File: src/rtl/twa_pkg.sv
// ----------------------------------------------------------------------------
// twa_pkg: shared types and constants
// Command codes, field widths, controller states, ctrl/datapath structs.
// ----------------------------------------------------------------------------
`default_nettype none
package twa_pkg;
    localparam int unsigned SAMPLE_W = 32;
    localparam int unsigned TIME_W   = 64;
    localparam int unsigned AGE_W    = 8;
    localparam int unsigned COUNT_W  = 7;
    localparam int unsigned CMD_W    = 2;

    typedef enum logic [CMD_W-1:0] {
        CMD_PUSH   = 2'd0,
        CMD_GET    = 2'd1,
        CMD_FILTER = 2'd2,
        CMD_NONE   = 2'd3
    } t_cmd;

    typedef enum logic [3:0] {
        ST_CLEAR,
        ST_IDLE,
        ST_RD,
        ST_PUSH,
        ST_GET,
        ST_WALK,
        ST_DIV,
        ST_NONE,
        ST_OUT
    } t_state;

    // controller -> datapath
    typedef struct packed {
        logic load;      // capture input transaction
        logic clear_wr;  // write zero at sweep address
        logic rd;        // issue memory read
        logic push;      // finish push
        logic get;       // finish get
        logic walk;      // accumulate one walk step
        logic div_start;
        logic div_step;
        logic none;      // unused command result
        logic out_take;  // result transaction done
    } t_ctrl;

    // datapath -> controller
    typedef struct packed {
        logic clear_done;
        logic walk_done;
        logic div_done;
    } t_stat;
endpackage
`default_nettype wire

File: src/rtl/twa_ctrl.sv
// ----------------------------------------------------------------------------
// twa_ctrl: command sequencer
// Steps the clearing sweep, reads, walk, divide and result handoff.
// ----------------------------------------------------------------------------
`default_nettype none
module twa_ctrl (
    input  wire logic          i_clk,
    input  wire logic          i_rst_n,
    input  wire logic          i_in_fire,
    input  wire twa_pkg::t_cmd i_cmd,
    input  wire logic          i_out_fire,
    input  wire twa_pkg::t_stat i_stat,
    output twa_pkg::t_ctrl     o_ctrl,
    output logic               o_in_ready,
    output logic               o_out_valid
);
    import twa_pkg::*;

    t_state r_state, n_state;
    t_cmd   r_cmd,   n_cmd;

    always_ff @(posedge i_clk) begin
        if (!i_rst_n) begin
            r_state <= ST_CLEAR;
            r_cmd   <= CMD_NONE;
        end else begin
            r_state <= n_state;
            r_cmd   <= n_cmd;
        end
    end

    always_comb begin
        n_state = r_state;
        n_cmd   = r_cmd;
        unique case (r_state)
            ST_CLEAR: if (i_stat.clear_done) n_state = ST_IDLE;
            ST_IDLE: begin
                if (i_in_fire) begin
                    n_cmd   = i_cmd;
                    n_state = (i_cmd == CMD_NONE) ? ST_NONE : ST_RD;
                end
            end
            ST_RD: begin
                unique case (r_cmd)
                    CMD_PUSH:   n_state = ST_PUSH;
                    CMD_GET:    n_state = ST_GET;
                    CMD_FILTER: n_state = ST_WALK;
                    default:    n_state = ST_NONE;
                endcase
            end
            ST_PUSH, ST_GET, ST_NONE: n_state = ST_OUT;
            ST_WALK: if (i_stat.walk_done) n_state = ST_DIV;
            ST_DIV:  if (i_stat.div_done)  n_state = ST_OUT;
            ST_OUT:  if (i_out_fire)       n_state = ST_IDLE;
            default: n_state = ST_IDLE;
        endcase
    end

    always_comb begin
        o_ctrl           = '0;
        o_in_ready       = 1'b0;
        o_out_valid      = 1'b0;
        unique case (r_state)
            ST_CLEAR: o_ctrl.clear_wr = 1'b1;
            ST_IDLE: begin
                o_in_ready  = 1'b1;
                o_ctrl.load = i_in_fire;
            end
            ST_RD:   o_ctrl.rd   = 1'b1;
            ST_PUSH: o_ctrl.push = 1'b1;
            ST_GET:  o_ctrl.get  = 1'b1;
            ST_NONE: o_ctrl.none = 1'b1;
            ST_WALK: begin
                o_ctrl.walk      = 1'b1;
                o_ctrl.div_start = i_stat.walk_done;
            end
            ST_DIV:  o_ctrl.div_step = 1'b1;
            ST_OUT: begin
                o_out_valid     = 1'b1;
                o_ctrl.out_take = i_out_fire;
            end
            default: ;
        endcase
    end
endmodule
`default_nettype wire

File: config.mk
export PLATFORM = sky130hd
export DESIGN_NAME = twa_ctrl
export DESIGN_NICKNAME = d
export VERILOG_FILES = /design/src/rtl/twa_pkg.sv /design/src/rtl/twa_ctrl.sv
export SDC_FILE = /design/constraint.sdc
export NUM_CORES = 1
export LEC_CHECK = 0
export BUFFER_PORTS_ARGS = -buffer_cell sky130_fd_sc_hd__buf_4
export CAP_MARGIN = 20
export CORE_AREA = 2 2 39 41
export CTS_BUF_LIST = sky130_fd_sc_hd__clkbuf_8
export DETAILED_ROUTE_END_ITERATION = 10
export DIE_AREA = 0 0 41 43
export GPL_ROUTABILITY_DRIVEN = 0
export PLACE_DENSITY = 0.75
export REMOVE_ABC_BUFFERS = 1
export SYNTH_ARGS = -nofsm -noshare
export SYNTH_HDL_FRONTEND = slang
export SYNTH_SLANG_ARGS = --single-unit
File: constraint.sdc
create_clock -name i_clk -period 1.4 [get_ports i_clk]
set_input_delay 0.35 -clock i_clk [delete_from_list [all_inputs] [get_ports i_clk]]
set_output_delay 0.35 -clock i_clk [all_outputs]
set_load 0.1 [all_outputs]
==> results of run 1 <==
power by group:
group          leakage (nW)  switching (mW)  internal, mW  total, mW
sequential           0.0509           0.106         0.242      0.347
clock                0.0216          0.0756         0.185      0.260
combinational         0.396            1.16         0.787       1.95
total                 0.469            1.34          1.21       2.55
Yosys cell counts, types with 2 or more instances:
cell type	n	area share [%]
dfxtp_1	6	23
nand2_1	6	4.3
mux2i_1	5	9.6
nand2b_1	5	6.0
nor3_1	5	4.8
nor2_1	4	2.9
buf_6	3	6.5
inv_1	3	2.2
a21oi_1	2	1.9
ha_1	2	4.8
nand3_1	2	1.9
nor3b_2	2	4.8
o31ai_1	2	2.9
final cells by class:
| class | count | area (um^2) |
|---|---|---|
| sequential | 6 | 131.4 |
| fill | 86 | 340.3 |
| inverter | 3 | 11.26 |
| multi-input combinational | 50 | 455.4 |
| timing repair buffer | 36 | 384.1 |
| clock buffer | 3 | 41.29 |
| tap | 16 | 20.02 |
through the flow:
stage          setup slack, ns  hold slack (ns)  cells  setup TNS (ns)
3_5_place_dp           -0.1188           0.4703    109         -0.4063
2_1_floorplan           -2.296           0.4119     59          -21.88
4_1_cts                -0.2092           0.3526    112          -1.825
6_report               -0.2127           0.3639    114          -2.013
3_3_place_gp          -0.07737           0.4633    109         -0.2332
5_1_grt                -0.2683           0.3609    114          -2.790
how the worst min path moves through the flow:
stage / from / end / slack (ns)
finish: i_rst_n / r_cmd[0]$_SDFFE_PN1P_ / 0.36
global route: i_rst_n / r_cmd[0]$_SDFFE_PN1P_ / 0.36
CTS: i_rst_n / r_cmd[1]$_SDFFE_PN1P_ / 0.35
detailed placement: r_cmd[1]$_SDFFE_PN1P_ / r_cmd[1]$_SDFFE_PN1P_ / 0.47
global placement: r_cmd[1]$_SDFFE_PN1P_ / r_cmd[1]$_SDFFE_PN1P_ / 0.46
floorplan: i_rst_n / r_cmd[0]$_SDFFE_PN1P_ / 0.41
metal layers:
layer	GRT usage [%]	routed length, um
met1	31.80	746
met2	42.50	1035
met3	5.759	111
met4	6.000	48
met5	0	0
cells in the final DEF, fill, tap and decap left out, drive strengths merged, types with 2 or more instances in the layout:
master	count
o21ai	2
nor2	4
nor3b	2
nand3b	2
dfxtp	6
mux2i	5
ha	2
a21oi	2
nand3	3
nand2	6
buf	36
inv	3
clkbuf	3
nor3	5
o31ai	2
nand2b	5
cells by family after synthesis:
kind of cell | synth area share [%]
adder cells (fa/ha/maj) | 4.784
buffers and inverters | 9.568
flip-flops | 22.97
AO/OA/AOI/OAI | 12.20
AND/OR/NAND/NOR | 40.91
multiplexers | 9.570
registers in the layout, summed over array words and instances (netlist names):
register and cells:
r_cmd 2, r_state 4
what timing repair did:
item / in CTS / in global routing
resized for setup: 53 / 3
cloned: 0 / 0
buffers inserted: 0 / 2
pin swaps: 3 / 6
endpoints found under the setup margin: 13 / 13
==> impl_metrics.tcl, run 1 <==
set metrics [dict create \
    power.density_mw_per_mm2 2448 \
    worst_pin_slew_ns 0.2762 \
    finClkSkew_ns 0.001271 \
    std_cell_rows 14 \
    synth_edf_count 0 \
    crit_start "r_state[2]$_SDFFE_PN0P_" \
    die_h_um 43 \
    max_cap_violations 0 \
    grt-ovfl-total 0 \
    cts_tree "built" \
    synth-seq-cells 6 \
    firstDrtPassIters 4 \
    grt_pass1_wl_mm 3.056 \
    clkSinkCount 6 \
    status "complete, but fails checks" \
    io_buffers 20 \
    drcViolationCount 0 \
    slew_headroom_pct 81.59 \
    route.vias.total 627 \
    seq_area_frac_synth_pct 22.97 \
    cp.required_ns 1.05 \
    crit_chain "buf_6 -> nor4_4 -> buf_6" \
    synthCells 63 \
    grt_usage_pct 25.56 \
    worstHoldPathType "in2reg" \
    report.final.slew_viol_count 0 \
    antenna_found_initial 0 \
    wire_per_inst_um 17.03 \
    whs_path_depth 2 \
    dieArea_mm2 0.001763 \
    end_kind "output port" \
    endpoint "o_ctrl[8]" \
    synthFlopType "dfxtp_1" \
    slowest_delay_ns 0.35 \
    start_kind "register" \
    clkLatencyLatePin_ns 0.22 \
    failed_checks "setup timing" \
    rr_startpoint "r_state[0]$_SDFFE_PN0P_" \
    worst-setup-path-type "reg2out" \
    fmax_ghz 0.6201 \
    syn2layout_area_growth_pct 99.52 \
    hpwl_mm 1.069 \
    diodes 0 \
    cp.buffers_inverters 2 \
    fin_crit_ns 1.613 \
    core_mm2 0.001384 \
    cts.path.max_buffers 2 \
    antenna_left 0 \
    place_area_um2 759.5 \
    via_per_inst 5.500 \
    r2r-end "r_state[0]$_SDFFE_PN0P_" \
    rsz0062_at_grt "true" \
    cp_common_cell "buf_6" \
    dieWidth_um 41 \
    netlist_area_um2 523.0 \
    r2r_cells 6 \
    ir_drop_mv 1.839 \
    cp_slowest_cell "dfxtp_2" \
    setup_viol 14 \
    nNetsFinal 111 \
    cts.reportedPaths.clkPinSlew_ns 0.04 \
    leakagePower_nw 0.4688 \
    hold_violations 0 \
    p_total_mw 2.554 \
    synth-async-reset-ratio_pct 0 \
    ys_types 29 \
    fin_crit_sh_pct 115.2 \
    grt_pass1_vias 641 \
    cp_max_fo 8 \
    start_util_pct 37.79 \
    final_core_util_pct 75.41 \
    cts_hold_buf 0 \
    yosysWarnings 0 \
    wirelength_mm 1.941 \
    critPathTopFamily "buffers and inverters" \
    root_buffer "clkbuf_8" \
    drtIter0Drc 10 \
    pin_count 21 \
    setup_slack_ns -0.2127 \
    crit_arrival_ns 1.26 \
    cts_buffers 3 \
    r2r_slack_ns -0.03 \
    drive_gt1_share_pct 66.33 \
    cts_max_level 1 \
    synth.avg_cell_area_um2 8.302 \
    postLayoutCellArea_mm2 0.001044 \
    grt_max_degree 9 \
    cp.depth 3 \
]
(Power assumes the default switching activity.)
==> run 2, diff against run 1 <==
Settings changed: PLACE_DENSITY 0.75 to default, PLACE_DENSITY_LB_ADDON from default to 0.25.
==> impl_metrics.tcl, run 2 (synthesis gave the netlist of run 1 again) <==
set metrics [dict create \
    status "complete, but fails checks" \
    failed_checks "setup timing" \
    clkLatencyLatePin_ns 0.23 \
    fmax_ghz 0.6134 \
    layout_common_cells "26 x buf_4, 10 x buf_12, 7 x buf_6, 5 x nand2_1" \
    r2r-end "r_state[0]$_SDFFE_PN0P_" \
    io_buffers 20 \
    cts_max_level 1 \
    grt_pass1_vias 665 \
    max_cap_violations 0 \
    diodes 0 \
    start_kind "register" \
    drtIter0Drc 14 \
    syn2layout_area_growth_pct 125.1 \
    r2r_cells 6 \
    report.final.slew_viol_count 0 \
    std_cell_rows 14 \
    cp.required_ns 1.05 \
    power.density_mw_per_mm2 2283 \
    largest_reg_flops 4 \
    dieWidth_um 41 \
    setup_viol 13 \
    core_mm2 0.001384 \
    start_util_pct 37.79 \
    slew_headroom_pct 81.25 \
    drcViolationCount 0 \
    route.vias.total 642 \
    rr_startpoint "r_state[0]$_SDFFE_PN0P_" \
    crit_arrival_ns 1.28 \
    fin_crit_ns 1.630 \
    cp.depth 3 \
    worst-setup-path-type "reg2out" \
    cp.buffers_inverters 2 \
    via_per_inst 5.306 \
    cp_max_fo 8 \
    leakagePower_nw 0.5198 \
    finClkSkew_ns 0.002844 \
    wire_per_inst_um 16.63 \
    firstDrtPassIters 4 \
    grt-ovfl-total 0 \
    hpwl_mm 1.143 \
    hold_violations 0 \
    antenna_left 0 \
    crit_start "r_state[1]$_SDFFE_PN0P_" \
    grt_max_degree 9 \
    largest_registers "r_state (4), r_cmd (2)" \
    hold_slack_ns 0.3445 \
    grt_usage_pct 23.74 \
    end_kind "output port" \
    grt_pass1_wl_mm 2.725 \
    drive_gt1_share_pct 71.43 \
    dp_cells 111 \
    critPathTopFamily "buffers and inverters" \
    endpoint "o_ctrl[8]" \
    cts.reportedPaths.clkPinSlew_ns 0.04 \
    worst_pin_slew_ns 0.2788 \
    slowest_delay_ns 0.38 \
    antenna_found_initial 0 \
    crit_chain "buf_6 -> nor4_4 -> buf_6" \
    cp_slowest_cell "dfxtp_4" \
    setup-tns-final_ns -1.848 \
    clkSinkCount 6 \
    cts_buffers 3 \
    die_h_um 43 \
    fin_crit_sh_pct 116.5 \
    top_register "r_state" \
    cts.path.max_buffers 2 \
    cts_tree "built" \
    worstHoldPathType "in2reg" \
    rsz0062_at_grt "true" \
    root_buffer "clkbuf_8" \
    dieArea_mm2 0.001763 \
    cp_common_cell "buf_6" \
    setup_slack_ns -0.2303 \
    mostFrequentLayoutCell "buf_4" \
    final_cells 121 \
    ir_drop_mv 1.800 \
    pin_count 21 \
    p_total_mw 2.688 \
    nNetsFinal 118 \
    r2r_slack_ns -0.03 \
    wirelength_mm 2.012 \
]
[run 2: what timing repair did]
action                     4_1_cts  5_1_grt
pin swaps                        5        8
hold endpoints to repair         0        0
gates resized for setup         50       24
buffers inserted                 5        2
setup endpoints to repair       13       15
hold buffers                     0        0
[run 2: cell type report]
type                       count  area [um^2]
multi-input combinational     50        495.5
clock buffer                   3        41.29
fill                          80        206.4
inverter                       3        11.26
timing repair buffer          43        474.2
sequential                     6        135.1
tap                           16        20.02
[run 2: report_power, final]
part / internal, mW / switching, mW
sequential: 0.243 / 0.128
clock: 0.185 / 0.0822
combinational: 0.873 / 1.18
[run 2: per-layer routing]
layer | global-route usage [%] | wire length (um) | vias to the layer above | part of all wire (%)
met1 | 23.95 | 803 | 314 | 40
met3 | 7.330 | 64 | 4 | 3.2
li1 | - | - | 308 | -
met4 | 15.33 | 48 | 0 | 2.4
met2 | 39.06 | 1095 | 16 | 54
met5 | 0 | 0 | - | 0
[run 2: worst min path at each step]
| stage | from | endpoint | slack, ns | depth (start not counted) |
|---|---|---|---|---|
| after floorplan | i_rst_n | r_cmd[0]$_SDFFE_PN1P_ | 0.41 | 1 |
| after global placement | r_cmd[1]$_SDFFE_PN1P_ | r_cmd[1]$_SDFFE_PN1P_ | 0.46 | 2 |
| after detailed placement | r_cmd[1]$_SDFFE_PN1P_ | r_cmd[1]$_SDFFE_PN1P_ | 0.47 | 2 |
| after CTS | i_rst_n | r_cmd[1]$_SDFFE_PN1P_ | 0.34 | 2 |
| after global routing | i_rst_n | r_cmd[0]$_SDFFE_PN1P_ | 0.35 | 2 |
| final | i_rst_n | r_cmd[1]$_SDFFE_PN1P_ | 0.34 | 2 |
[run 2: worst register-to-register path, stage by stage, from the launching register on]
cell	delay, ns
dfxtp_4	0.38
buf_4	0.14
buf_4	0.13
nor3b_2	0.15
o21ai_2	0.20
nand3_2	0.13
mux2i_1	0.21
[run 2: metrics by stage]
stage	instance area [um^2]	worst slack, ns	utilization (%)
floorplan	484.2	-2.296	-
global placement	774.5	-0.1380	55.97
detailed placement	774.5	-0.1853	55.97
CTS	1050	-0.1984	75.86
global route	1177	-0.2669	85.08
finish	1177	-0.2303	85.08
